File: src/sv/rnlw_pkg.sv
package rnlw_pkg;

  // Largest value shown; larger inputs are clamped to it
  localparam logic [11:0] ValueLimit = 12'd2099;

  // Symbol codes as they appear on symbol_code_o; SymNone marks no second symbol
  typedef enum logic [2:0] {
    SymI    = 3'd0,
    SymV    = 3'd1,
    SymX    = 3'd2,
    SymL    = 3'd3,
    SymM    = 3'd4,
    SymNone = 3'd7
  } sym_e;

  // Configuration register indexes
  typedef enum logic [2:0] {
    RegColourI = 3'd0,
    RegColourV = 3'd1,
    RegColourX = 3'd2,
    RegColourL = 3'd3,
    RegColourM = 3'd4
  } reg_e;

  // One row of the greedy table
  typedef struct packed {
    logic [9:0] weight;
    sym_e       first;
    sym_e       second;
  } rn_entry_t;

  // Controller to datapath
  typedef struct packed {
    logic load;
    logic emit;
  } rnlw_cmd_t;

  // Datapath to controller
  typedef struct packed {
    logic in_nonzero;
    logic slot_free;
    logic step_last;
  } rnlw_sts_t;

  // Largest table entry not above the remaining value (value must be nonzero)
  function automatic rn_entry_t rn_pick(logic [11:0] rem);
    rn_entry_t e;
    if (rem >= 12'd1000)    e = '{weight: 10'd1000, first: SymM, second: SymNone};
    else if (rem >= 12'd50) e = '{weight: 10'd50,   first: SymL, second: SymNone};
    else if (rem >= 12'd40) e = '{weight: 10'd40,   first: SymX, second: SymL};
    else if (rem >= 12'd10) e = '{weight: 10'd10,   first: SymX, second: SymNone};
    else if (rem >= 12'd9)  e = '{weight: 10'd9,    first: SymI, second: SymX};
    else if (rem >= 12'd5)  e = '{weight: 10'd5,    first: SymV, second: SymNone};
    else if (rem >= 12'd4)  e = '{weight: 10'd4,    first: SymI, second: SymV};
    else                    e = '{weight: 10'd1,    first: SymI, second: SymNone};
    return e;
  endfunction

endpackage

File: src/sv/roman_numeral_led_writer.sv
// Roman numeral LED writer. Each input request carries a number and a starting
// LED index; the number (clamped to 2099) is converted by greedy subtraction
// over M=1000, L=50, XL=40, X=10, IX=9, V=5, IV=4, I=1 (no C or D, hundreds
// appear as runs of L), and one LED write per symbol letter is produced, with
// the index counting up from first_led_i modulo 256 and the colour taken from
// that letter's register. The final write of a number has is_last_o set; a
// zero value produces no writes. An input request is first loaded into the
// conversion registers, then converted one symbol per cycle whenever output
// backpressure allows, with 1988 giving the worst case of 27 writes. The next
// request is taken as soon as the last symbol
// has entered the output register. Colour registers (index 0..4 = I, V, X, L,
// M) are written through the configuration port, which is always ready.
module roman_numeral_led_writer
  import rnlw_pkg::*;
(
  input  logic        clk_i,
  input  logic        rst_ni,
  input  logic        cfg_valid_i,
  output logic        cfg_ready_o,
  input  logic [2:0]  cfg_index_i,
  input  logic [23:0] cfg_data_i,
  input  logic        in_valid_i,
  output logic        in_ready_o,
  input  logic [11:0] value_i,
  input  logic [7:0]  first_led_i,
  output logic        out_valid_o,
  input  logic        out_ready_i,
  output logic [7:0]  led_index_o,
  output logic [23:0] led_colour_o,
  output logic [2:0]  symbol_code_o,
  output logic        is_last_o
);

  rnlw_cmd_t cmd;
  rnlw_sts_t sts;

  assign cfg_ready_o = 1'b1;

  rnlw_ctrl u_ctrl (
    .clk_i      (clk_i),
    .rst_ni     (rst_ni),
    .in_valid_i (in_valid_i),
    .in_ready_o (in_ready_o),
    .sts_i      (sts),
    .cmd_o      (cmd)
  );

  rnlw_dp u_dp (
    .clk_i         (clk_i),
    .rst_ni        (rst_ni),
    .cmd_i         (cmd),
    .sts_o         (sts),
    .value_i       (value_i),
    .first_led_i   (first_led_i),
    .cfg_we_i      (cfg_valid_i & cfg_ready_o),
    .cfg_index_i   (cfg_index_i),
    .cfg_data_i    (cfg_data_i),
    .out_valid_o   (out_valid_o),
    .out_ready_i   (out_ready_i),
    .led_index_o   (led_index_o),
    .led_colour_o  (led_colour_o),
    .symbol_code_o (symbol_code_o),
    .is_last_o     (is_last_o)
  );

endmodule

File: src/sv/rnlw_ctrl.sv
module rnlw_ctrl
  import rnlw_pkg::*;
(
  input  logic      clk_i,
  input  logic      rst_ni,
  input  logic      in_valid_i,
  output logic      in_ready_o,
  input  rnlw_sts_t sts_i,
  output rnlw_cmd_t cmd_o
);

  typedef enum logic [1:0] {
    StIdle = 2'b01,
    StRun  = 2'b10
  } state_e;

  state_e state_q, state_d;

  // Request taken only between numbers
  assign in_ready_o = (state_q == StIdle);

  always_comb begin
    state_d    = state_q;
    cmd_o.load = 1'b0;
    cmd_o.emit = 1'b0;
    unique case (state_q)
      StIdle: begin
        if (in_valid_i) begin
          cmd_o.load = 1'b1;
          if (sts_i.in_nonzero) state_d = StRun;
        end
      end
      StRun: begin
        // one symbol per cycle whenever the output slot is free
        if (sts_i.slot_free) begin
          cmd_o.emit = 1'b1;
          if (sts_i.step_last) state_d = StIdle;
        end
      end
      default: state_d = StIdle;
    endcase
  end

  always_ff @(posedge clk_i or negedge rst_ni) begin
    if (!rst_ni) begin
      state_q <= StIdle;
    end else begin
      state_q <= state_d;
    end
  end

endmodule

File: src/sv/rnlw_dp.sv
module rnlw_dp
  import rnlw_pkg::*;
(
  input  logic        clk_i,
  input  logic        rst_ni,
  input  rnlw_cmd_t   cmd_i,
  output rnlw_sts_t   sts_o,
  input  logic [11:0] value_i,
  input  logic [7:0]  first_led_i,
  input  logic        cfg_we_i,
  input  logic [2:0]  cfg_index_i,
  input  logic [23:0] cfg_data_i,
  output logic        out_valid_o,
  input  logic        out_ready_i,
  output logic [7:0]  led_index_o,
  output logic [23:0] led_colour_o,
  output logic [2:0]  symbol_code_o,
  output logic        is_last_o
);

  logic [23:0] colour_i_q, colour_v_q, colour_x_q, colour_l_q, colour_m_q;
  logic [11:0] rem_q, rem_d;
  logic [7:0]  led_q;
  sym_e        pend_q, pend_d;
  sym_e        cur_sym;
  logic [23:0] cur_colour;
  logic [11:0] value_clamped;
  rn_entry_t   pick;
  logic        out_valid_q;
  logic [7:0]  out_index_q;
  logic [23:0] out_colour_q;
  logic [2:0]  out_sym_q;
  logic        out_last_q;

  // Colour registers
  always_ff @(posedge clk_i or negedge rst_ni) begin
    if (!rst_ni) begin
      colour_i_q <= '0;
      colour_v_q <= '0;
      colour_x_q <= '0;
      colour_l_q <= '0;
      colour_m_q <= '0;
    end else if (cfg_we_i) begin
      unique case (cfg_index_i)
        RegColourI: colour_i_q <= cfg_data_i;
        RegColourV: colour_v_q <= cfg_data_i;
        RegColourX: colour_x_q <= cfg_data_i;
        RegColourL: colour_l_q <= cfg_data_i;
        RegColourM: colour_m_q <= cfg_data_i;
        default: ;  // index beyond the list: ignored
      endcase
    end
  end

  assign value_clamped = (value_i > ValueLimit) ? ValueLimit : value_i;

  // Next symbol: a pending second symbol first, else the greedy table
  always_comb begin
    pick = rn_pick(rem_q);
    if (pend_q != SymNone) begin
      cur_sym = pend_q;
      rem_d   = rem_q;
      pend_d  = SymNone;
    end else begin
      cur_sym = pick.first;
      rem_d   = rem_q - {2'b00, pick.weight};
      pend_d  = pick.second;
    end
  end

  always_comb begin
    case (cur_sym)
      SymI:    cur_colour = colour_i_q;
      SymV:    cur_colour = colour_v_q;
      SymX:    cur_colour = colour_x_q;
      SymL:    cur_colour = colour_l_q;
      SymM:    cur_colour = colour_m_q;
      default: cur_colour = '0;
    endcase
  end

  // Conversion state
  always_ff @(posedge clk_i or negedge rst_ni) begin
    if (!rst_ni) begin
      rem_q  <= '0;
      led_q  <= '0;
      pend_q <= SymNone;
    end else if (cmd_i.load) begin
      rem_q  <= value_clamped;
      led_q  <= first_led_i;
      pend_q <= SymNone;
    end else if (cmd_i.emit) begin
      rem_q  <= rem_d;
      led_q  <= led_q + 8'd1;
      pend_q <= pend_d;
    end
  end

  // Output register
  always_ff @(posedge clk_i or negedge rst_ni) begin
    if (!rst_ni) begin
      out_valid_q <= 1'b0;
    end else if (cmd_i.emit) begin
      out_valid_q <= 1'b1;
    end else if (out_ready_i) begin
      out_valid_q <= 1'b0;
    end
  end

  always_ff @(posedge clk_i) begin
    if (cmd_i.emit) begin
      out_index_q  <= led_q;
      out_colour_q <= cur_colour;
      out_sym_q    <= cur_sym;
      out_last_q   <= sts_o.step_last;
    end
  end

  assign sts_o.in_nonzero = (value_i != 12'd0);
  assign sts_o.slot_free  = !out_valid_q || out_ready_i;
  assign sts_o.step_last  = (rem_d == 12'd0) && (pend_d == SymNone);

  assign out_valid_o   = out_valid_q;
  assign led_index_o   = out_index_q;
  assign led_colour_o  = out_colour_q;
  assign symbol_code_o = out_sym_q;
  assign is_last_o     = out_last_q;

  // Checks
  a_emit_has_work: assert property (@(posedge clk_i) disable iff (!rst_ni)
    cmd_i.emit |-> (rem_q != 12'd0 || pend_q != SymNone))
    else $error("symbol emitted with nothing left to convert");

  a_load_clean: assert property (@(posedge clk_i) disable iff (!rst_ni)
    cmd_i.load |-> (pend_q == SymNone))
    else $error("new number loaded while a second symbol is pending");

  a_last_done: assert property (@(posedge clk_i) disable iff (!rst_ni)
    (cmd_i.emit && sts_o.step_last) |=> (rem_q == 12'd0 && pend_q == SymNone))
    else $error("final write marked but conversion not finished");

  a_rem_range: assert property (@(posedge clk_i) disable iff (!rst_ni)
    rem_q <= ValueLimit)
    else $error("remaining value above clamp limit");

endmodule
File: config.mk
export PLATFORM = sky130hd
export DESIGN_NAME = roman_numeral_led_writer
export DESIGN_NICKNAME = d
export VERILOG_FILES = /design/src/sv/rnlw_pkg.sv /design/src/sv/roman_numeral_led_writer.sv /design/src/sv/rnlw_ctrl.sv /design/src/sv/rnlw_dp.sv
export SDC_FILE = /design/constraint.sdc
export NUM_CORES = 1
export LEC_CHECK = 0
export ABC_AREA = 1
export BUFFER_PORTS_ARGS = -buffer_cell sky130_fd_sc_hd__clkbuf_2
export CAP_MARGIN = 30
export CORE_MARGIN = 2
export CORE_UTILIZATION = 45
export CTS_BUF_LIST = sky130_fd_sc_hd__clkbuf_4 sky130_fd_sc_hd__clkbuf_8
export CTS_CLUSTER_SIZE = 30
export DETAILED_ROUTE_END_ITERATION = 8
export GPL_TIMING_DRIVEN = 0
export SLEW_MARGIN = 10
export SYNTH_ARGS = -nofsm -noshare
export SYNTH_HDL_FRONTEND = slang
export SYNTH_SLANG_ARGS = --single-unit
File: constraint.sdc
create_clock -name clk_i -period 5.9 [get_ports clk_i]
set_input_delay 1.475 -clock clk_i [delete_from_list [all_inputs] [get_ports clk_i]]
set_output_delay 1.475 -clock clk_i [all_outputs]
set_load 0.02 [all_outputs]
# Word level (Yosys, flattened, before mapping)
# Index checks and enable logic that the tools add are counted.
totals:
  output_inout_bits: 39
  ff_bits: 182
  input_bits: 52
  word_cells: 84
op_classes:
  muxes: 29
  addsub: 2
  n_reduce_logical: 15
  order_cmp: 8
  n_eq_ne: 16
op_table:
  columns: ["operator", "count"]
  rows:
  - ["$pmux W24 S5", 1]
  - ["$mux W16", 6]
  - ["$mux W12", 4]
  - ["$ge A12 B3 Y1 const B", 2]
  - ["$ge A12 B4 Y1 const B", 2]
  - ["$ge A12 B6 Y1 const B", 2]
  - ["$mux W8", 2]
  - ["$eq A3 B2 Y1 const B", 4]
  - ["$ge A12 B10 Y1 const B", 1]
  - ["$gt A12 B12 Y1 const B", 1]
  - ["$logic_not A12 Y1", 1]
  - ["$mux W3", 4]
  - ["$reduce_bool A12 Y1", 1]
  - ["$sub A12 B10 Y12", 1]
  - ["$reduce_and A2 Y1", 5]
  - ["$eq A3 B3 Y1 const B", 3]
  - ["$mux W9", 1]
  - ["$add A8 B1 Y8 const B", 1]
  - ["$mux W2", 4]
  - ["$eq A3 B1 Y1 const B", 2]
  - ["$logic_not A3 Y1", 2]
  - ["$mux W1", 6]
  - ["$ne A2 B2 Y1 const B", 3]
  - ["$pmux W2 S2", 1]
  - ["other kinds (9)", 10]

# Depth between registers and ports, before layout
# Gate-level depths: netlist of run 1.
depth:
  depth_word: 15
  ltp_mapped: 25
  depth_no_buf: 25

# Hierarchy
# A second synthesis of run 1 with hierarchy kept.
unflattened:
  hier_cells: 1090
  hier_area_um2: 8964.8
by_module_without_submodules:
  columns: ["module", "n_inst", "cells_each", "area_each_um2", "seq_area_each_um2"]
  rows:
  - ["rnlw_dp", 1, 1069, 8831.0, 4688.2]
  - ["rnlw_ctrl", 1, 19, 122.6, 51.3]
  - ["roman_numeral_led_writer", 1, 2, 11.3, 0.0]

# Worst setup path before layout of run 1
# Ideal clock, no wire load.
synth_timing:
  path_kind: "input port to flip-flop"
  from: "input port out_ready_i"
  to: "register u_dp.pend_q[0]"
  stages: 6
  required_time_ns: 5.807
  path_buffers: 1
  t_arrival_ns: 4.164
  setup_ns: 0.093
  path_slack_ns: 1.643
  path_cell_list: "nor2_1 > nor2_1 > inv_1 > clkbuf_1 > a21oi_1 > o21ai_0"
synth_rtl:
  columns: ["element", "line", "rtl"]
  rows:
  - ["start, declared", "roman_numeral_led_writer.sv:27", "input logic out_ready_i,"]
  - ["end signal, assigned", "rnlw_dp.sv:87", "pend_q <= SymNone;"]
  - ["end signal, assigned", "rnlw_dp.sv:91", "pend_q <= SymNone;"]
  - ["end signal, assigned", "rnlw_dp.sv:95", "pend_q <= pend_d;"]
  - ["end, declared", "rnlw_dp.sv:24", "sym_e pend_q, pend_d;"]

# Final worst setup path of run 1
layout_timing:
  from: "register u_dp.rem_q[8]"
  to: "register u_ctrl.state_q[1]"
layout_between:
  elab_chain_cells: 14
  elab_cells_between_ends: 22
  cone_classes: "1 x add/sub; 7 x order compare; 2 x eq/ne; 9 x mux; 3 x reduce/logical"
layout_lines:
  columns: ["element", "line", "rtl"]
  rows:
  - ["start, declared", "rnlw_dp.sv:22", "logic [11:0] rem_q, rem_d;"]
  - ["start signal, assigned", "rnlw_dp.sv:89", "rem_q <= value_clamped;"]
  - ["start signal, assigned", "rnlw_dp.sv:93", "rem_q <= rem_d;"]
  - ["$ge A12 B3 Y1", "rnlw_pkg.sv:54", "else if (rem >= 12'd4) e = '{weight: 10'd4, first: SymI, second: SymV};"]
  - ["$mux W9", "rnlw_pkg.sv:54", null]
  - ["$mux W16", "rnlw_pkg.sv:53", "else if (rem >= 12'd5) e = '{weight: 10'd5, first: SymV, second: SymNone};"]
  - ["$mux W16", "rnlw_pkg.sv:52", "else if (rem >= 12'd9) e = '{weight: 10'd9, first: SymI, second: SymX};"]
  - ["$mux W16", "rnlw_pkg.sv:51", "else if (rem >= 12'd10) e = '{weight: 10'd10, first: SymX, second: SymNone};"]
  - ["$mux W16", "rnlw_pkg.sv:50", "else if (rem >= 12'd40) e = '{weight: 10'd40, first: SymX, second: SymL};"]
  - ["$mux W16", "rnlw_pkg.sv:49", "else if (rem >= 12'd50) e = '{weight: 10'd50, first: SymL, second: SymNone};"]
  - ["$mux W16", "rnlw_pkg.sv:48", "if (rem >= 12'd1000) e = '{weight: 10'd1000, first: SymM, second: SymNone};"]
  - ["$sub A12 B10 Y12", "rnlw_dp.sv:66", "rem_d = rem_q - {2'b00, pick.weight};"]
  - ["$mux W12", "rnlw_dp.sv:60", "if (pend_q != SymNone) begin"]
  - ["$logic_not A12 Y1", "rnlw_dp.sv:121", "assign sts_o.step_last = (rem_d == 12'd0) && (pend_d == SymNone);"]
  - ["$logic_and A1 B1 Y1 *", "rnlw_dp.sv:121", null]
  - ["$ne A2 B2 Y1 (no line) *", null, null]
  - ["$reduce_and A4 Y1 (no line) *", null, null]
  - ["end signal, assigned", "rnlw_ctrl.sv:46", "state_q <= StIdle;"]
  - ["end signal, assigned", "rnlw_ctrl.sv:48", "state_q <= state_d;"]
  - ["end, declared", "rnlw_ctrl.sv:17", "state_e state_q, state_d;"]
# Every way passes the cells marked *; elsewhere a longest branch is shown, timed or not.
# A chain may end at the register's enable or synchronous reset.

==> PnR_summary.wiki, run 1 <==
{| class="wikitable"
! Metric !! Value
|-
| Floorplan die area || 21050 µm²
|-
| Worst setup path endpoint || u_ctrl.state_q[1]
|-
| Final worst path period share || 54.79%
|-
| Total of endpoints with negative setup slack in the final report || 0
|-
| Deepest level of the CTS H-tree || 4
|-
| Slew Limit Fails || 0
|-
| Number of buffers on the longest clock path || 2
|-
| Fraction of final layout cells with drive strength greater than 1 || 16.54%
|-
| Post-Route WL || 25080 µm
|-
| Pin slew with the least headroom to its limit || 790.3 ps
|-
| Final routed wire length divided by cell count || 17.23 µm
|-
| Area of the mapped netlist || 8956 µm²
|-
| Register-to-register setup slack || between 2000 and 3000 ps
|-
| Syn_nets || around 1100
|-
| Half-perimeter wire length after detailed placement || ~17000 µm
|-
| Crit. Startpoint || u_dp.rem_q[8]
|-
| Pwr dens || 510.6 nW/µm²
|-
| Final total negative setup slack || 0 ps
|-
| Synth area leaders || dfrtp_1 (40%), nand2_1 (12%), edfxtp_1 (12%)
|-
| Buffers inserted during post-CTS setup optimization || 0
|-
| Arrival @ worst endpoint || about 3600 ps
|-
| Fraction of the yosys area taken by sequential cells || 52.92%
|-
| Crit path required time || around 6300 ps
|-
| Num CTS Buffers || 17
|-
| Number of global-route vias before repair || 7295
|-
| Post-synthesis sequential element count || 182
|-
| CTS sink count || 182
|-
| Resized cells post-CTS || 0
|-
| Count of distinct cell types in the synthesized netlist || 47
|-
| Global-route wire length before repair || about 40000 µm
|-
| Die Span X || 145.1 µm
|-
| Origin of the worst min-delay path || u_dp.led_q[7]
|-
| TritonCTS clock tree || yes
|-
| Number of synthesized flops with an enable pin || 36
|-
| Library cell with the highest instance count after synthesis || nand2_1
|-
| Iteration-0 DRC count of the detailed router || 582
|-
| Starting Density || 45.87%
|-
| Die height || about 150 µm
|-
| Hold crit path type || register to register
|-
| Area growth, synth to finish || 13.96%
|-
| ANT cells || 0
|-
| Maximum resistive drop on vdd || 0.2093 mV
|-
| Worst max-slew margin expressed relative to the limit || a little under half
|-
| Cell count after synthesis || between 1000 and 1500
|-
| Mean instance size in the synthesized netlist || 8.386 µm²
|-
| Post-route ant nets || 0
|-
| Reg2reg start || u_dp.rem_q[8]
|-
| Maximum clock skew at final layout || approximately 19 ps
|-
| Clock latency on the worst-skew pair || just under 500 ps
|-
| Most frequently used flop master after synthesis || dfrtp_1
|-
| Area share of the largest cell type after synthesis || slightly below 40%
|-
| Outcome || finished clean
|-
| Post-synth top cells || nand2_1 (296), dfrtp_1 (142), o21ai_0 (134)
|-
| Largest driver fanout on the critical path || 5
|-
| Crit path capture type || register
|-
| Clock slew seen by the registers of the worst setup and hold paths || 90 ps
|-
| DR vias/cell || 5.196
|-
| Reg-to-reg endpoint || u_ctrl.state_q[1]
|-
| Post-synth top area cell || dfrtp_1
|-
| Layout Nets || 1242
|-
| Worst Reg2Reg Path Length in Cells || 19
|-
| Type of origin of the critical path || register
|-
| Number of antenna violations at the first check in global routing || 0
|-
| DRC violation count after routing || 0
|-
| Standard-cell rows || 51
|-
| IO Count || 91
|-
| 1st-pass router iterations || 5
|-
| Unrepaired setup endpoints after global routing || no
|-
| Minimum clock period || 3232 ps
|-
| Hold bufs inserted after CTS || 0
|-
| Number of vias in the routed layout || 7565
|-
| Final Hold Viols || 0
|-
| Global routing usage summed across all routing layers || approximately a quarter
|-
| Async set-or-reset flop fraction in the synthesized netlist || about 80%
|-
| Area inside the core boundary || 19530 µm²
|-
| Final global-route overflow total || 0
|-
| Max-capacitance violation count || 0
|-
| Max Clock Freq || between 300 and 400 MHz
|-
| CP Class || register to register
|-
| Static leakage || 4.977 nW
|-
| Quantity of I/O buffers inserted on ports || 89
|-
| Last weighted congestion value of the routability-driven placer || 0.8512
|-
| Cell chosen for the clock root || clkbuf_8
|-
| Pin count of the biggest net entering global routing || 84
|-
| Number of synthesis warnings || 0
|-
| Fraction of the core area covered by cells at the end of the flow || 52.27%
|}
==> how the worst min path moves through the flow <==
stage,end,slack [ps],depth (start not counted)
after global routing,u_dp.colour_i_q[6],510,2
after detailed placement,u_dp.led_index_o[4],470,0
after floorplan,u_dp.led_index_o[7],440,0
after CTS,u_dp.led_index_o[4],490,0
after global placement,u_dp.led_index_o[7],460,0
final,u_dp.led_index_o[7],480,0
==> critical path, stage by stage, from the launching register on <==
cell,delay [ps]
dfrtp_1,450
nor2_1,190
nand2_2,100
nor2_1,180
nand2_1,140
nor2_1,170
nor2_1,60
ha_1,180
inv_1,120
fa_1,440
o21ai_0,240
nand2_1,80
nor2_1,90
nand3_1,80
nor2_1,120
nand3_1,110
nor2_1,130
nand3_1,110
nand2_1,70
nand2_1,50
==> registers in the layout, indices dropped and copies added (netlist names) <==
signal and count:
u_dp.led_q 8, u_dp.colour_v_q 24, u_dp.led_index_o 8, u_dp.colour_i_q 24, u_dp.is_last_o 1, u_dp.out_valid_o 1, u_dp.pend_q 3, u_dp.rem_q 12
u_ctrl.state_q 2, u_dp.symbol_code_o 3, u_dp.colour_l_q 24, u_dp.colour_x_q 24, u_dp.colour_m_q 24, u_dp.led_colour_o 24
==> layer usage <==
metal	GRT usage, %	part of all wire, %	vias to the layer above	wire (µm)
li1	-	-	3700	-
met1	33.79	45	3589	11410
met2	38.93	47	237	11800
met3	4.654	5.5	39	1380
met4	7.696	2.0	0	490
met5	0	0	-	0
==> power breakdown <==
part           switching [mW]  internal, mW
registers               0.189          1.67
logic                    1.69         0.781
clock network           0.489         0.401
==> area by class of cell <==
type / instances / area, µm²
multi-input cells: 723 / 3538
fillers: 1929 / 9320
repair buffers: 91 / 501.7
clock inverters: 13 / 160.2
well taps: 265 / 331.6
inverters: 116 / 439.2
flip-flops and latches: 182 / 4740
clock buffers: 19 / 249.0
plain buffers: 47 / 246.5
==> metrics by stage <==
stage	hold slack, ps	power [mW]	instance area, µm²	cells	setup WS [ps]
detailed placement	470.7	4.319	9797	1424	2567
floorplan	440.3	3.555	8956	1068	1643
global placement	461.0	4.287	9733	1422	-278.9
global route	509.2	5.593	10210	1456	2357
finish	484.7	5.211	10210	1456	2668
CTS	492.6	5.220	10210	1456	2702
==> cell families after synthesis <==
group | Yosys count | share of synthesized area, %
AO/OA/AOI/OAI | 187 | 11.60
buffers and inverters | 163 | 7.656
adder cells (fa/ha/maj) | 12 | 1.760
AND/OR/NAND/NOR | 523 | 26.03
other | 1 | 0.04187
flip-flops | 182 | 52.92
==> layout by cell type (no fill, tap or decap), drive strengths merged <==
cell type	Yosys	layout
nand2	305	305
dfrtp	142	142
o21ai	136	136
clkbuf	27	135
inv	113	121
nand3	104	104
nor2	90	90
edfxtp	36	36
a21oi	27	27
buf	20	22
ha	11	11
and3	9	9
o221ai	8	8
o211ai	6	6
nand3b	5	5
clkinv	3	5
o22ai	4	4
dfstp	4	4
nor3	4	4
nand4	2	2
nor4	2	2
a211oi	2	2
bufinv	0	2
a31oi	1	1
a21o	1	1
or2	1	1
o221a	1	1
a221oi	1	1
and2	1	1
fa	1	1
conb	1	1
clkinvlp	0	1
Power figures use the tool's default switching activity.
==> inputs of run 2 (changes only) <==
--- a/config.mk
+++ b/config.mk
@@ -5,7 +5,7 @@
 export SDC_FILE = /design/constraint.sdc
 export NUM_CORES = 1
 export LEC_CHECK = 0
-export ABC_AREA = 1
+export ABC_AREA = 0
 export BUFFER_PORTS_ARGS = -buffer_cell sky130_fd_sc_hd__clkbuf_2
 export CAP_MARGIN = 30
 export CORE_MARGIN = 2
==> constraint.sdc (replaced) <==
create_clock -name clk_i -period 3.2 [get_ports clk_i]
set_input_delay 0.8 -clock clk_i [delete_from_list [all_inputs] [get_ports clk_i]]
set_output_delay 0.8 -clock clk_i [all_outputs]
set_load 0.02 [all_outputs]
==> run 2 against run 1 <==
- the run now ends with setup timing left
- cell count is 25% lower
- register-to-register slack worse by 2900 ps
- clock-buffer cell count is 1 lower
- hold slack worse by 150 ps
- first-iteration DRC count is 7.2% lower
- sequential power is 89% higher
- clock power is 84% higher
- die area is 3.6% lower
- sequential share of layout area is 0.35 points higher
==> PnR_summary.wiki, run 2 <==
{| class="wikitable"
! Metric !! Value
|-
| Register-to-register setup slack || -260 ps (was 2670 ps)
|-
| Minimum setup slack after placement || -642.7 ps (was 2567 ps)
|-
| IO Count || 91 (unchanged)
|-
| Die height || 142.4 µm (was 145.1 µm)
|-
| Setup slack after layout || -262.2 ps (was 2668 ps)
|-
| Half-perimeter wire length after detailed placement || 14810 µm (was 17080 µm)
|-
| Cells traversed along the worst timing path || o21ai_0 > nor4bb_4 > a22oi_2 > buf_4 > fa_2 > a211oi_4 > o21ai_2 > a31oi_2 > xnor2_1 > mux2i_1 > o211ai_1 > nor4b_2 (was nor2_1 > nand2_2 > nor2_1 > nand2_1 > nor2_1 > nor2_1 > ha_1 > inv_1 > fa_1 > o21ai_0 > nand2_1 > nor2_1 > nand3_1 > nor2_1 > nand3_1 > nor2_1 > nand3_1 > nand2_1 > nand2_1)
|-
| Starting Density || 45.94% (was 45.87%)
|-
| Number of synthesized flops with an enable pin || 36 (unchanged)
|-
| Area of all sequential standard cells || 4745 µm² (was 4740 µm²)
|-
| Delay of the slowest cell on the worst path || 480 ps (was 450 ps)
|-
| Failing checks || setup timing
|-
| Number of global-route vias before repair || 6584 (was 7295)
|-
| Max Clock Freq || 288.8 MHz (was 309.4 MHz)
|-
| Hold crit path type || input port to async pin (was register to register)
|-
| Deepest level of the CTS H-tree || 4 (unchanged)
|-
| Number of synthesis warnings || 0 (unchanged)
|-
| Largest driver fanout on the critical path || 7 (was 5)
|-
| Fraction of the core area covered by cells at the end of the flow || 54.03% (was 52.27%)
|-
| Final total negative setup slack || -678.7 ps (was 0 ps)
|-
| Worst path top cell family by delay || compound AO/OA/AOI/OAI gates (was simple AND/OR/NAND/NOR gates)
|-
| Pin count of the biggest net entering global routing || 75 (was 84)
|-
| Last weighted congestion value of the routability-driven placer || 0.9056 (was 0.8512)
|-
| Post-Layout Cell Count || 1090 (was 1456)
|-
| Global-route wire length before repair || 35100 µm (was 39880 µm)
|-
| Crit. Startpoint || u_dp.rem_q[4] (was u_dp.rem_q[8])
|-
| Num CTS Buffers || 17 (unchanged)
|-
| Pwr dens || 911.0 nW/µm² (was 510.6 nW/µm²)
|-
| Quantity of I/O buffers inserted on ports || 88 (was 89)
|-
| Cell count after synthesis || 723 (was 1068)
|-
| Static leakage || 4.336 nW (was 4.977 nW)
|-
| Die Span X || 142.4 µm (was 145.1 µm)
|-
| Fraction of final layout cells with drive strength greater than 1 || 37.38% (was 16.54%)
|-
| Final global-route overflow total || 0 (unchanged)
|-
| Most frequent cells in the layout || dfrtp_1 (138), mux2_2 (120), clkbuf_2 (92) (was nand2_1 (296), dfrtp_1 (142), o21ai_0 (134))
|-
| Worst Reg2Reg Path Length in Cells || 12 (was 19)
|-
| Area growth, synth to finish || 17.62% (was 13.96%)
|-
| Worst setup path endpoint || u_dp.is_last_o (was u_ctrl.state_q[1])
|-
| Post-synth top cells || dfrtp_1 (142), mux2_2 (121), nand2_1 (55) (was nand2_1 (296), dfrtp_1 (142), o21ai_0 (134))
|-
| DR vias/cell || 5.894 (was 5.196)
|-
| Fraction of the yosys area taken by sequential cells || 54.97% (was 52.92%)
|-
| Unrepaired setup endpoints after global routing || yes (was no)
|-
| Pin slew with the least headroom to its limit || 896.5 ps (was 790.3 ps)
|-
| 1st-pass router iterations || 5 (unchanged)
|-
| Syn_nets || 787 (was 1132)
|-
| Slowest stage cell on the critical path || dfrtp_1 (unchanged)
|-
| Type of origin of the critical path || register (unchanged)
|-
| Post-synth top area cell || dfrtp_1 (unchanged)
|-
| Outcome || finished, violations left (was finished clean)
|-
| Library cell with the highest instance count after synthesis || dfrtp_1 (was nand2_1)
|-
| Iteration-0 DRC count of the detailed router || 540 (was 582)
|-
| Crit path capture type || register (unchanged)
|-
| DRC violation count after routing || 0 (unchanged)
|-
| Post-Route WL || 22190 µm (was 25080 µm)
|-
| Number of buffers on the longest clock path || 2 (unchanged)
|-
| Most common cell after layout, fill and taps aside || dfrtp_1 (was nand2_1)
|-
| Slew Limit Fails || 0 (unchanged)
|-
| Global routing usage summed across all routing layers || 22.40% (was 24.37%)
|-
| Standard-cell rows || 50 (was 51)
|-
| Area of the multi-input gates || 3872 µm² (was 3538 µm²)
|-
| Clock slew seen by the registers of the worst setup and hold paths || 100 ps (was 90 ps)
|-
| Reg2reg start || u_dp.rem_q[4] (was u_dp.rem_q[8])
|-
| Final Hold Viols || 0 (unchanged)
|-
| Number of filler instances in the final layout || 1628 (was 1929)
|-
| Maximum clock skew at final layout || 16.97 ps (was 18.56 ps)
|-
| Async set-or-reset flop fraction in the synthesized netlist || 80.22% (unchanged)
|-
| Area share of the largest cell type after synthesis || 41.21% (was 39.68%)
|-
| Layout Nets || 908 (was 1242)
|-
| Worst max-slew margin expressed relative to the limit || 40.24% (was 47.32%)
|-
| Minimum clock period || 3462 ps (was 3232 ps)
|-
| Levels on crit path || 12 (was 19)
|-
| TritonCTS clock tree || yes (unchanged)
|-
| Count of distinct cell types in the synthesized netlist || 64 (was 47)
|-
| Worst path buffer plus inverter count || 1 (unchanged)
|-
| Number of antenna violations at the first check in global routing || 2 (was 0)
|-
| Total of endpoints with negative setup slack in the final report || 3 (was 0)
|-
| Arrival @ worst endpoint || 3760 ps (was 3600 ps)
|-
| Clock latency on the worst-skew pair || 460 ps (was 490 ps)
|-
| Floorplan die area || 20280 µm² (was 21050 µm²)
|-
| Final worst path period share || 108.2% (was 54.79%)
|-
| Area inside the core boundary || 18770 µm² (was 19530 µm²)
|-
| Maximum resistive drop on vdd || 0.3783 mV (was 0.2093 mV)
|-
| Area of the mapped netlist || 8622 µm² (was 8956 µm²)
|-
| CP Class || register to register (unchanged)
|-
| Number of vias in the routed layout || 6425 (was 7565)
|-
| Final routed wire length divided by cell count || 20.36 µm (was 17.23 µm)
|-
| Post-route ant nets || 0 (unchanged)
|-
| Most frequently used flop master after synthesis || dfrtp_1 (unchanged)
|-
| Reg-to-reg endpoint || u_dp.is_last_o (was u_ctrl.state_q[1])
|-
| ANT cells || 0 (unchanged)
|-
| Cell chosen for the clock root || clkbuf_8 (unchanged)
|-
| Max-capacitance violation count || 0 (unchanged)
|-
| Mean instance size in the synthesized netlist || 11.93 µm² (was 8.386 µm²)
|-
| Post-synthesis sequential element count || 182 (unchanged)
|-
| Synth area leaders || dfrtp_1 (41%), mux2_2 (16%), edfxtp_1 (13%) (was dfrtp_1 (40%), nand2_1 (12%), edfxtp_1 (12%))
|-
| CTS sink count || 182 (unchanged)
|-
| Placed cell count || 1046 (was 1424)
|-
| Crit path required time || 3490 ps (was 6270 ps)
|}
run 2: changes by cell type after synthesis, moves of 9 or more:
cell and delta:
a21oi_2 -9, a22oi_1 +26, a31oi_1 +28, and3_1 +20, clkbuf_1 +9, inv_1 -94, inv_2 -11, mux2_2 +121
nand2_1 -241, nand3_1 -61, nor2_1 -53, o21ai_0 -113
run 2: worst min path at each step:
stage	to	cells after the start	slack (ps)
global placement	u_dp.led_index_o[7]	0	450
floorplan	u_dp.led_index_o[7]	0	440
CTS	u_ctrl.state_q[1]	1	340
finish	u_ctrl.state_q[1]	1	330
global route	u_ctrl.state_q[1]	1	360
detailed placement	u_dp.led_index_o[7]	0	450
run 2: logic make-up (layout without fill, tap and decap cells):
| logic type | Yosys count | count (layout) | share of synthesized area, % |
|---|---|---|---|
| other | 1 | 1 | 0.04349 |
| xor gates and xnor gates | 9 | 9 | 0.9143 |
| muxes | 125 | 125 | 16.27 |
| and+or+nand+nor | 207 | 207 | 12.64 |
| adders and majority gates | 12 | 12 | 1.828 |
| buffers and inverters | 52 | 185 | 2.583 |
| AOI/OAI and AO/OA | 135 | 135 | 10.75 |
| DFF | 182 | 182 | 54.97 |
run 2: power by group:
| group | switching, mW | internal, mW |
|---|---|---|
| registers | 0.421 | 3.08 |
| logic | 2.40 | 1.70 |
| clock network | 0.838 | 0.801 |
run 2: layout make-up:
class | count | share of cell area (%)
plain buffers | 42 | 1.912
clock buffers | 18 | 2.443
clock inverters | 13 | 1.666
inverters | 8 | 0.3208
multi-input cells | 489 | 38.19
flip-flops and latches | 182 | 46.79
well taps | 234 | 2.887
repair buffers | 104 | 5.799
run 2: per-layer routing:
metal  part of all wire (%)  wire [µm]  vias to the layer above  global-route usage [%]
li1                       -          -                     2934                       -
met1                     45       9927                     3267                   29.68
met2                     49      10770                      186                   37.27
met3                    4.7       1050                       36                   4.812
met4                    1.9        427                        2                   6.566
met5                  0.059         13                        -                       0
run 2: what timing repair did:
| item | 4_1_cts | 5_1_grt |
|---|---|---|
| cloned | 0 | 0 |
| hold buffers | 0 | 0 |
| endpoints found under the setup margin | 10 | 24 |
| buffers inserted | 8 | 6 |
| pin swaps | 18 | 25 |
| gates resized for setup | 22 | 38 |
run 2: metrics by stage:
stage / instance area, µm² / hold slack [ps] / power, mW
after floorplan: 8641 / 444.4 / 5.967
after global placement: 9374 / 454.9 / 6.968
after detailed placement: 9414 / 454.8 / 7.088
after CTS: 9982 / 344.7 / 8.972
after global routing: 10140 / 356.7 / 9.813
final: 10140 / 330.7 / 9.239
==> inputs of run 3 (changes only) <==
--- a/config.mk
+++ b/config.mk
@@ -9,7 +9,7 @@
 export BUFFER_PORTS_ARGS = -buffer_cell sky130_fd_sc_hd__clkbuf_2
 export CAP_MARGIN = 30
 export CORE_MARGIN = 2
-export CORE_UTILIZATION = 45
+export CORE_UTILIZATION = 29
 export CTS_BUF_LIST = sky130_fd_sc_hd__clkbuf_4 sky130_fd_sc_hd__clkbuf_8
 export CTS_CLUSTER_SIZE = 30
 export DETAILED_ROUTE_END_ITERATION = 8
==> run 3 against run 2 <==
- the flow still finishes with violations (setup timing)
- first-iteration DRC count is 11% lower
- die area is 53% higher
- maximum frequency is 0.61% lower
- utilization is 19 points lower
- sequential power hardly changed
- clock-buffer cell count is 3 higher
- flip-flop and latch count stayed put
- largest power group unchanged
==> PnR_summary.wiki, run 3 (synthesis gave the netlist of run 2 again) <==
{| class="wikitable"
! Metric !! Value
|-
| Type of origin of the critical path || register (unchanged)
|-
| Reg-to-reg endpoint || u_ctrl.state_q[1] (was u_dp.is_last_o)
|-
| Num CTS Buffers || 17 (unchanged)
|-
| DRC violation count after routing || 0 (unchanged)
|-
| Area growth, synth to finish || 19.07% (was 17.62%)
|-
| ANT cells || 0 (unchanged)
|-
| Static leakage || 4.311 nW (was 4.336 nW)
|-
| Half-perimeter wire length after detailed placement || 15010 µm (was 14810 µm)
|-
| Standard-cell rows || 63 (was 50)
|-
| Global routing usage summed across all routing layers || 14.81% (was 22.40%)
|-
| Area inside the core boundary || 29480 µm² (was 18770 µm²)
|-
| Final global-route overflow total || 0 (unchanged)
|-
| Cell chosen for the clock root || clkbuf_8 (unchanged)
|-
| 1st-pass router iterations || 5 (unchanged)
|-
| Number of buffers on the longest clock path || 2 (unchanged)
|-
| Pin count of the biggest net entering global routing || 77 (was 75)
|-
| Total design power || 9.089 mW (was 9.239 mW)
|-
| Hold crit path type || input port to async pin (unchanged)
|-
| Most frequent cells in the layout || dfrtp_1 (137), mux2_2 (120), clkbuf_2 (90) (was dfrtp_1 (138), mux2_2 (120), clkbuf_2 (92))
|-
| Max Clock Freq || 287.1 MHz (was 288.8 MHz)
|-
| Final total negative setup slack || -766.5 ps (was -678.7 ps)
|-
| Final worst path period share || 108.9% (was 108.2%)
|-
| Post-route ant nets || 0 (unchanged)
|-
| Crit. Startpoint || u_dp.rem_q[3] (was u_dp.rem_q[4])
|-
| Met1 Use GR || 20.96% (was 29.68%)
|-
| Arrival @ worst endpoint || 3860 ps (was 3760 ps)
|-
| Most common cell after layout, fill and taps aside || dfrtp_1 (unchanged)
|-
| Post-Route WL || 22590 µm (was 22190 µm)
|-
| Layout Nets || 909 (was 908)
|-
| Unrepaired setup endpoints after global routing || yes (unchanged)
|-
| Fraction of final layout cells with drive strength greater than 1 || 36.48% (was 37.38%)
|-
| Slew Limit Fails || 0 (unchanged)
|-
| Number of vias in the routed layout || 6372 (was 6425)
|-
| Clock latency on the worst-skew pair || 480 ps (was 460 ps)
|-
| Failing checks || setup timing (unchanged)
|-
| Maximum clock skew at final layout || 14.43 ps (was 16.97 ps)
|-
| Last weighted congestion value of the routability-driven placer || 0.8334 (was 0.9056)
|-
| Number of antenna violations at the first check in global routing || 1 (was 2)
|-
| Clock slew seen by the registers of the worst setup and hold paths || 100 ps (about the same)
|-
| Final routed wire length divided by cell count || 18.10 µm (was 20.36 µm)
|-
| TritonCTS clock tree || yes (unchanged)
|-
| Pwr dens || 885.3 nW/µm² (was 911.0 nW/µm²)
|-
| Minimum clock period || 3483 ps (was 3462 ps)
|-
| Crit path required time || 3570 ps (was 3490 ps)
|-
| Final Hold Viols || 0 (unchanged)
|-
| Delay of the slowest cell on the worst path || 430 ps (was 480 ps)
|-
| Worst setup path endpoint || u_ctrl.state_q[1] (was u_dp.is_last_o)
|-
| Reg2reg start || u_dp.rem_q[3] (was u_dp.rem_q[4])
|-
| Number of global-route vias before repair || 6203 (was 6584)
|-
| Fraction of the core area covered by cells at the end of the flow || 34.82% (was 54.03%)
|-
| Hold bufs inserted after CTS || 0 (unchanged)
|-
| Worst Reg2Reg Path Length in Cells || 14 (was 12)
|-
| Worst path most repeated cell || buf_4
|-
| Pin slew with the least headroom to its limit || 853.2 ps (was 896.5 ps)
|-
| Largest driver fanout on the critical path || 10 (was 7)
|-
| Deepest level of the CTS H-tree || 4 (unchanged)
|-
| Crit path capture type || register (unchanged)
|-
| Placed cell count || 1203 (was 1046)
|-
| Worst max-slew margin expressed relative to the limit || 43.12% (was 40.24%)
|-
| CP Class || register to register (unchanged)
|-
| Iteration-0 DRC count of the detailed router || 482 (was 540)
|-
| IO Count || 91 (unchanged)
|-
| Total of endpoints with negative setup slack in the final report || 3 (unchanged)
|-
| Outcome || finished, violations left (unchanged)
|-
| CTS sink count || 182 (unchanged)
|-
| Floorplan die area || 31130 µm² (was 20280 µm²)
|-
| Register-to-register setup slack || -280 ps (was -260 ps)
|-
| DR vias/cell || 5.106 (was 5.894)
|-
| Met3 capacity usage during global routing || 3.553% (was 4.812%)
|-
| Global-route wire length before repair || 35560 µm (was 35100 µm)
|-
| Quantity of I/O buffers inserted on ports || 88 (unchanged)
|-
| Met2 Usage GRT || 22.97% (was 37.27%)
|-
| Busiest layer in global routing || met2 (unchanged)
|-
| Post-Layout Cell Count || 1248 (was 1090)
|-
| Setup slack after layout || -283.4 ps (was -262.2 ps)
|-
| Starting Density || 29.25% (was 45.94%)
|-
| Die height || 176.4 µm (was 142.4 µm)
|-
| Slowest stage cell on the critical path || dfrtp_2 (was dfrtp_1)
|-
| Maximum resistive drop on vdd || 0.3236 mV (was 0.3783 mV)
|-
| Max-capacitance violation count || 0 (unchanged)
|-
| Cells traversed along the worst timing path || clkbuf_4 > nor3_1 > o211ai_1 > a22oi_2 > buf_4 > fa_2 > a211oi_4 > or4_4 > o2111ai_2 > mux2_4 > nor2_2 > nand4bb_1 > buf_4 > o31a_1 (was o21ai_0 > nor4bb_4 > a22oi_2 > buf_4 > fa_2 > a211oi_4 > o21ai_2 > a31oi_2 > xnor2_1 > mux2i_1 > o211ai_1 > nor4b_2)
|-
| Die Span X || 176.4 µm (was 142.4 µm)
|}
==> run 3: changes by cell type in the layout (fill, tap and decap cells not counted), sizes merged <==
cell	change
bufinv	-2
buf	-1
clkinv	+1
clkbuf	+5
clkinvlp	-1
==> run 3: worst min path at each step <==
stage	end	slack, ps	cells after the start
5_1_grt	u_ctrl.state_q[1]	340	1
3_5_place_dp	u_dp.led_index_o[7]	460	0
4_1_cts	u_ctrl.state_q[1]	330	1
3_3_place_gp	u_dp.led_index_o[7]	460	0
2_1_floorplan	u_dp.led_index_o[7]	440	0
6_report	u_ctrl.state_q[1]	320	1
==> run 3: stage by stage <==
step                      cell area (µm²)  hold WS [ps]  worst slack [ps]
after floorplan                      8641         444.4             7.230
after global placement               9569         457.3             -1340
after detailed placement             9614         464.9            -724.6
after CTS                           10180         331.9            -237.6
after global routing                10270         339.9            -434.5
final                               10270         323.3            -283.4
==> run 3: where the power goes <==
| part | leakage [nW] | internal, mW | switching, mW | total [mW] |
|---|---|---|---|---|
| combinational | 2.04 | 1.67 | 2.35 | 4.02 |
| sequential | 2.07 | 3.08 | 0.411 | 3.49 |
| clock | 0.201 | 0.683 | 0.894 | 1.58 |
==> run 3: cell type report <==
class	instances	area, µm²
Clock inverter	11	118.9
Multi-Input combinational cell	489	3822
Tap cell	390	488.0
Fill cell	2931	19210
Buffer	42	196.4
Inverter	8	32.53
Clock buffer	21	270.3
Sequential cell	182	4746
Timing Repair Buffer	105	591.8
==> run 3: routing by layer <==
metal | part of all wire, % | routed length, µm
met1 | 47 | 10550
met2 | 46 | 10410
met3 | 6.0 | 1345
met4 | 1.2 | 266
met5 | 0.071 | 16
==> run 3: repair_timing <==
action / 4_1_cts / 5_1_grt
buffers inserted: 10 / 6
pin swaps: 16 / 13
setup endpoints to repair: 13 / 29
gates resized for setup: 24 / 22
==> run 3: critical path: cells and delay by family, from the launching register on <==
family,cells,cell delay [ps]
fa+ha+maj,1,410
flops,1,430
mux,1,310
compound gates,5,1140
simple gates,4,510
buf+inv,3,570
